[src/hdl/umpq_pkg.sv]
// Shared types and constants for the unordered max priority queue.
// Used by every module of the block; depends on nothing else.

package umpq_pkg;

	localparam int DEPTH = 128;
	localparam int IDX_W = $clog2(DEPTH);
	localparam int CNT_W = $clog2(DEPTH + 1);

	// Operation codes.
	localparam logic [1:0] OP_ENQ  = 2'd0;
	localparam logic [1:0] OP_DEQ  = 2'd1;
	localparam logic [1:0] OP_PEEK = 2'd2;

	// Status codes.
	localparam logic [1:0] ST_OK    = 2'd0;
	localparam logic [1:0] ST_FULL  = 2'd1;
	localparam logic [1:0] ST_EMPTY = 2'd2;

	typedef struct packed {
		logic signed [31:0] value;
		logic signed [31:0] prio;
	} entry_t;

	typedef enum logic [4:0] {
		S_IDLE  = 5'b00001,
		S_SCAN  = 5'b00010,
		S_FIN   = 5'b00100,
		S_SHIFT = 5'b01000,
		S_DRAIN = 5'b10000
	} state_t;

endpackage

[src/hdl/umpq_cmp.sv]
// Shared compare unit: decides whether a candidate entry beats the current best.
// Depends on umpq_pkg for the entry type.

module umpq_cmp (
	input  umpq_pkg::entry_t cand,
	input  umpq_pkg::entry_t best,
	output logic             better
);

	// Higher priority wins; on a tie the larger value wins. Full ties keep
	// the earlier entry, so strict comparisons are used.
	always_comb begin
		better = (cand.prio > best.prio) ||
			((cand.prio == best.prio) && (cand.value > best.value));
	end

endmodule

[config.mk]
export PLATFORM = sky130hd
export DESIGN_NAME = umpq_cmp
export DESIGN_NICKNAME = d
export VERILOG_FILES = /design/src/hdl/umpq_pkg.sv /design/src/hdl/umpq_cmp.sv
export SDC_FILE = /design/constraint.sdc
export NUM_CORES = 1
export LEC_CHECK = 0
export ABC_AREA = 1
export CORE_ASPECT_RATIO = 0.7
export CORE_MARGIN = 3
export CORE_UTILIZATION = 45
export DETAILED_ROUTE_END_ITERATION = 8
export DONT_BUFFER_PORTS = 1
export PLACE_DENSITY = 0.64
export SLEW_MARGIN = 25
export SYNTH_ARGS = -nofsm -noshare
export SYNTH_HDL_FRONTEND = slang
export SYNTH_SLANG_ARGS = --single-unit
[constraint.sdc]
create_clock -name vclk -period 2.75
set_input_delay 0.825 -clock vclk [all_inputs]
set_output_delay 0.825 -clock vclk [all_outputs]
set_load 0.01 [all_outputs]
==> run summary, run 1 <==
min cycle time layout -> 2.79 ns
commonest non-fill, non-tap cell in the layout -> inv_1
critical path data arrival time -> 1.96 ns
setup violators final -> 1
Port Buf Inserts -> 0
layout cells sized above 1 -> 19.3%
via count -> 1683
Mapped Nets -> 480
peak supply drop -> 0.0783 mV
WL final -> 3.84 mm
failing checks -> negative setup slack
io pins -> 129
Critical Path Fanout Max -> 2
Tightest Pin Transition -> 0.231 ns
area of the core -> 0.00365 mm²
Final nets -> 490
HPWL after DPL -> 3.46 mm
multi-input logic area -> 0.00169 mm²
area grow syn2layout -> 18.8%
Max-Cap Viols -> 0
ranking of synthesized cells by area -> ha_1 (45%), inv_1 (16%), nand2_1 (14%)
die span in x -> 81.1 µm
CP Capture Type -> primary output
Worst slew margin -> 84.5%
GRT Total Usage -> 14.6%
Seq Cell Count -> 0
RSZ-0062 raised after global routing -> yes
Synth Instances -> 288
Pins Over Slew Limit -> 0
WP buf/inv -> 1
f_max -> 359 MHz
first-pass GRT wire length -> 5.86 mm
gr ovfl total -> 0
largest net degree at the start of global routing -> 4
Starting Density -> 48.6%
vias in the first global route -> 1543
initial antenna violation count -> 0
largest area contributor in the netlist -> ha_1
CP max stage delay -> 0.27 ns
first-pass iteration count of the detailed router -> 4
Worst Setup Path Type -> in -> out
LEAKAGE -> 0.00127 µW
first-iteration detailed-routing DRC count -> 19
fill count -> 381
delay-heaviest family, CP -> simple AND/OR/NAND/NOR gates
number of clock buffers in the layout -> 0
Antenna diodes -> 0
wire per inst -> 11.1 µm
ANT nets after route -> 0
Synth top area share -> 45.1%
die area -> 0.00474 mm²
Pwr Density -> 136 mW/mm²
commonest cells after routing, fill and taps aside -> inv_1 (73), nand2_1 (64), ha_1 (54)
Routability Congestion -> 0.703
post-synthesis sequential area ratio -> 0%
FP Rows -> 18
Synth cell types -> 19
post-route cell area -> 0.00211 mm²
Syn Std Cell Area -> 0.00177 mm²
residual DRC count -> 0
setup TNS -> -0.0367 ns
final hold violations -> 0
vias per cell -> 4.86
status -> complete, but fails checks
period utilisation layout -> 101%
Post-CTS Hold Fix Bufs -> 0
Slowest-stage cell, CP -> ha_4
Worst EP required -> 1.93 ns
Setup WS post-layout -> -0.0367 ns
syn_area_per_cell -> 6.16 µm²
chip height -> 58.5 µm
FF/Latch Area -> 0 µm²
worst path cell trace -> inv_1, ha_4, nand2_1, nor2_4, nand4_1, nor2_4, nand2_1, nand2_1, nand2_1, nand2_1, nand2_1, nand2_2
placed cell area -> 0.00190 mm²
Startpoint Class -> primary input
warning count from the yosys run -> 0
Hold WC Path Type -> in -> out
Design Power -> 287 µW
CP dominant cell by count -> nand2_1
## power by group
group / total, µW / internal (µW) / switching (µW)
Clock: 0 / 0 / 0
Sequential: 0 / 0 / 0
Combinational: 287 / 135 / 152
## cell families after synthesis
group                      share of synthesized area, %
buffers and inverters                              16.9
and+or+nand+nor                                    25.8
AOI/OAI and AO/OA                                  12.1
adders and majority gates                          45.1
## layout make-up
type | count | area share, %
Inverter | 80 | 14.2
Timing Repair Buffer | 8 | 2.85
Tap cell | 50 | 2.97
Multi-Input combinational cell | 208 | 79.9
## layer usage
layer / up-vias / wire length [µm] / share of wire, % / track usage (%)
li1: 924 / - / - / -
met3: 0 / 329 / 8.6 / 3.06
met1: 691 / 1760 / 46 / 19.3
met4: 0 / 0 / 0 / 0
met2: 68 / 1750 / 46 / 26.2
met5: - / 0 / 0 / 0
## stage by stage
stage                     std cells  setup WS, ns  hold WS, ns  utilization [%]
after CTS                       346       -0.0473         2.10             55.9
final                           346       -0.0367         2.10             57.8
after global routing            346        -0.190         2.15             57.8
after global placement          345        -0.128         2.13             52.1
after detailed placement        345        -0.136         2.12             52.1
after floorplan                 288        0.0273         1.99                -
## Yosys cell counts, drive strengths merged
cell   instances
inv           80
nand2         74
ha            64
a21oi         29
nor2          17
nand3          7
o21ai          5
o21a           4
nand4          3
nor3           2
a21o           1
a31oi          1
nor4           1
## what timing repair did
| action | CTS | global route |
|---|---|---|
| setup endpoints to repair | 1 | 1 |
| pin swaps | 14 | 11 |
| buffers inserted | 1 | 0 |
| gates resized for setup | 23 | 17 |
## tightest hold or removal path, delay by kind of cell
| kind | cells | cell delay, ns |
|---|---|---|
| fa+ha+maj | 1 | 0.12 |
| buf+inv | 1 | 0.10 |
| simple gates | 3 | 0.23 |
## final timing paths
kind | to | from | depth (start not counted)
setup / recovery | better | best[53] | 12
hold / removal | better | cand[31] | 5
No activity file was read; power rests on OpenSTA's default activity.
==> run 2, diff against run 1 <==
--- a/config.mk
+++ b/config.mk
@@ -8,10 +8,10 @@
 export ABC_AREA = 1
 export CORE_ASPECT_RATIO = 0.7
 export CORE_MARGIN = 3
-export CORE_UTILIZATION = 45
+export CORE_UTILIZATION = 35
 export DETAILED_ROUTE_END_ITERATION = 8
 export DONT_BUFFER_PORTS = 1
-export PLACE_DENSITY = 0.64
+export PLACE_DENSITY = 0.49
 export SLEW_MARGIN = 25
 export SYNTH_ARGS = -nofsm -noshare
 export SYNTH_HDL_FRONTEND = slang
==> run summary, run 2 (synthesized netlist as in run 1, its figures left out) <==
status -> complete, but fails checks (unchanged)
failing checks -> negative setup slack (unchanged)
Pwr Density -> 131 mW/mm² (was 136 mW/mm²)
chip height -> 65.6 µm (was 58.5 µm)
RSZ-0062 raised after global routing -> yes (unchanged)
residual DRC count -> 0 (unchanged)
Final nets -> 489 (was 490)
Worst slew margin -> 82.2% (was 84.5%)
delay-heaviest family, CP -> simple AND/OR/NAND/NOR gates (unchanged)
commonest cells after routing, fill and taps aside -> inv_1 (74), nand2_1 (65), ha_1 (61) (was inv_1 (73), nand2_1 (64), ha_1 (54))
vias in the first global route -> 1477 (was 1543)
WL final -> 3.74 mm (was 3.84 mm)
Tightest Pin Transition -> 0.265 ns (was 0.231 ns)
GRT Total Usage -> 11.4% (was 14.6%)
first-pass GRT wire length -> 5.99 mm (was 5.86 mm)
Switching Fraction -> 54.2% (was 53.0%)
hold_ws -> 2.13 ns (was 2.10 ns)
internal power -> 120 µW (was 135 µW)
Comb pwr share -> 100.0% (about the same)
initial antenna violation count -> 0 (unchanged)
Psw -> 143 µW (was 152 µW)
CP Capture Type -> primary output (unchanged)
Critical Path Fanout Max -> 2 (unchanged)
Hold WC Path Type -> in -> out (unchanged)
number of clock buffers in the layout -> 0 (unchanged)
area grow syn2layout -> 13.0% (was 18.8%)
worst path cell trace -> inv_1, ha_1, nand2_1, nor2_2, nand2_2, nor4_4, nand2_2, a31oi_2, nand2_1, nand2_2 (was inv_1, ha_4, nand2_1, nor2_4, nand4_1, nor2_4, nand2_1, nand2_1, nand2_1, nand2_1, nand2_1, nand2_2)
period utilisation layout -> 103% (was 101%)
Setup WS post-layout -> -0.0788 ns (was -0.0367 ns)
FF/Latch Area -> 0 µm² (unchanged)
CP dominant cell by count -> nand2_2 (was nand2_1)
commonest non-fill, non-tap cell in the layout -> inv_1 (unchanged)
HP Start -> cand[31] (unchanged)
ANT nets after route -> 0 (unchanged)
peak supply drop -> 0.0365 mV (was 0.0783 mV)
Pins Over Slew Limit -> 0 (unchanged)
Hold Crit Depth -> 5 (unchanged)
HPWL after DPL -> 3.66 mm (was 3.46 mm)
die area -> 0.00597 mm² (was 0.00474 mm²)
FP Rows -> 21 (was 18)
Worst Setup Path Type -> in -> out (unchanged)
first-pass iteration count of the detailed router -> 6 (was 4)
Post-CTS Hold Fix Bufs -> 0 (unchanged)
Clk pwr share -> 0% (about the same)
layout cells sized above 1 -> 13.6% (was 19.3%)
wire per inst -> 10.3 µm (was 11.1 µm)
WP buf/inv -> 1 (unchanged)
vias per cell -> 4.41 (was 4.86)
Routability Congestion -> 0.695 (was 0.703)
Slowest-stage cell, CP -> ha_1 (was ha_4)
min cycle time layout -> 2.83 ns (was 2.79 ns)
largest net degree at the start of global routing -> 4 (unchanged)
Seq Cell Count -> 0 (unchanged)
Max-Cap Viols -> 0 (unchanged)
Startpoint Class -> primary input (unchanged)
area of the core -> 0.00483 mm² (was 0.00365 mm²)
Antenna diodes -> 0 (unchanged)
Port Buf Inserts -> 0 (unchanged)
LEAKAGE -> 0.00127 µW (about the same)
die span in x -> 91.1 µm (was 81.1 µm)
critical path data arrival time -> 2.00 ns (was 1.96 ns)
multi-input logic area -> 0.00157 mm² (was 0.00169 mm²)
gr ovfl total -> 0 (unchanged)
first-iteration detailed-routing DRC count -> 23 (was 19)
Starting Density -> 36.7% (was 48.6%)
f_max -> 354 MHz (was 359 MHz)
CP max stage delay -> 0.28 ns (was 0.27 ns)
via count -> 1605 (was 1683)
Worst EP required -> 1.93 ns (about the same)
setup violators final -> 1 (unchanged)
final design utilization -> 41.5% (was 57.8%)
fill count -> 554 (was 381)
sequential share of power -> 0% (about the same)
Worst Hold Path EP -> better (unchanged)
io pins -> 129 (unchanged)
final hold violations -> 0 (unchanged)
## run 2: cell count changes in the layout (fill, tap and decap cells not counted), sizes merged
cell  before  now
buf        8    7
## run 2: stage by stage
step           total power, µW  cell area (µm²)  setup TNS [ns]  std cells  setup slack (ns)
2_1_floorplan              198             1790               0        288            0.0273
3_3_place_gp               246             1920          -0.163        363            -0.163
3_5_place_dp               249             1920          -0.176        363            -0.176
4_1_cts                    255             1930         -0.0917        363           -0.0917
5_1_grt                    313             2000          -0.209        364            -0.209
6_report                   263             2000         -0.0788        364           -0.0788
## run 2: area by class of cell
type,count,area share (%)
timing repair buffer,7,2.62
inverter,80,15.0
multi-input combinational,208,78.1
tap,69,4.31
## run 2: how the worst max path moves through the flow
| stage | cells after the start | slack (ns) | to | startpoint |
|---|---|---|---|---|
| 6_report | 10 | -0.08 | better | best[27] |
| 2_1_floorplan | 10 | 0.03 | better | best[31] |
| 3_5_place_dp | 14 | -0.18 | better | best[43] |
| 4_1_cts | 14 | -0.09 | better | best[43] |
| 5_1_grt | 14 | -0.21 | better | best[42] |
| 3_3_place_gp | 14 | -0.16 | better | best[43] |
## run 2: tightest hold or removal path: cells and delay by family
kind                     cells  cell delay, ns
AND/OR/NAND/NOR              3            0.24
buffers and inverters        1            0.10
adder cells (fa/ha/maj)      1            0.13
## run 2: what timing repair did
item | CTS | global route
buffers inserted | 0 | 1
setup endpoints to repair | 1 | 1
pin swaps | 0 | 4
gates resized for setup | 4 | 15
## run 2: metal layers
layer | GRT usage, % | up-vias | share of wire (%)
met2 | 18.0 | 56 | 43
li1 | - | 921 | -
met1 | 17.3 | 628 | 50
met5 | 0 | - | 0
met3 | 1.83 | 0 | 6.5
met4 | 0 | 0 | 0
## run 2: power groups by stage
stage	sequential [µW]	clock [µW]	combinational [µW]
after floorplan	0	0	198
after global placement	0	0	246
after detailed placement	0	0	249
after CTS	0	0	255
after global routing	0	0	313
final	0	0	263
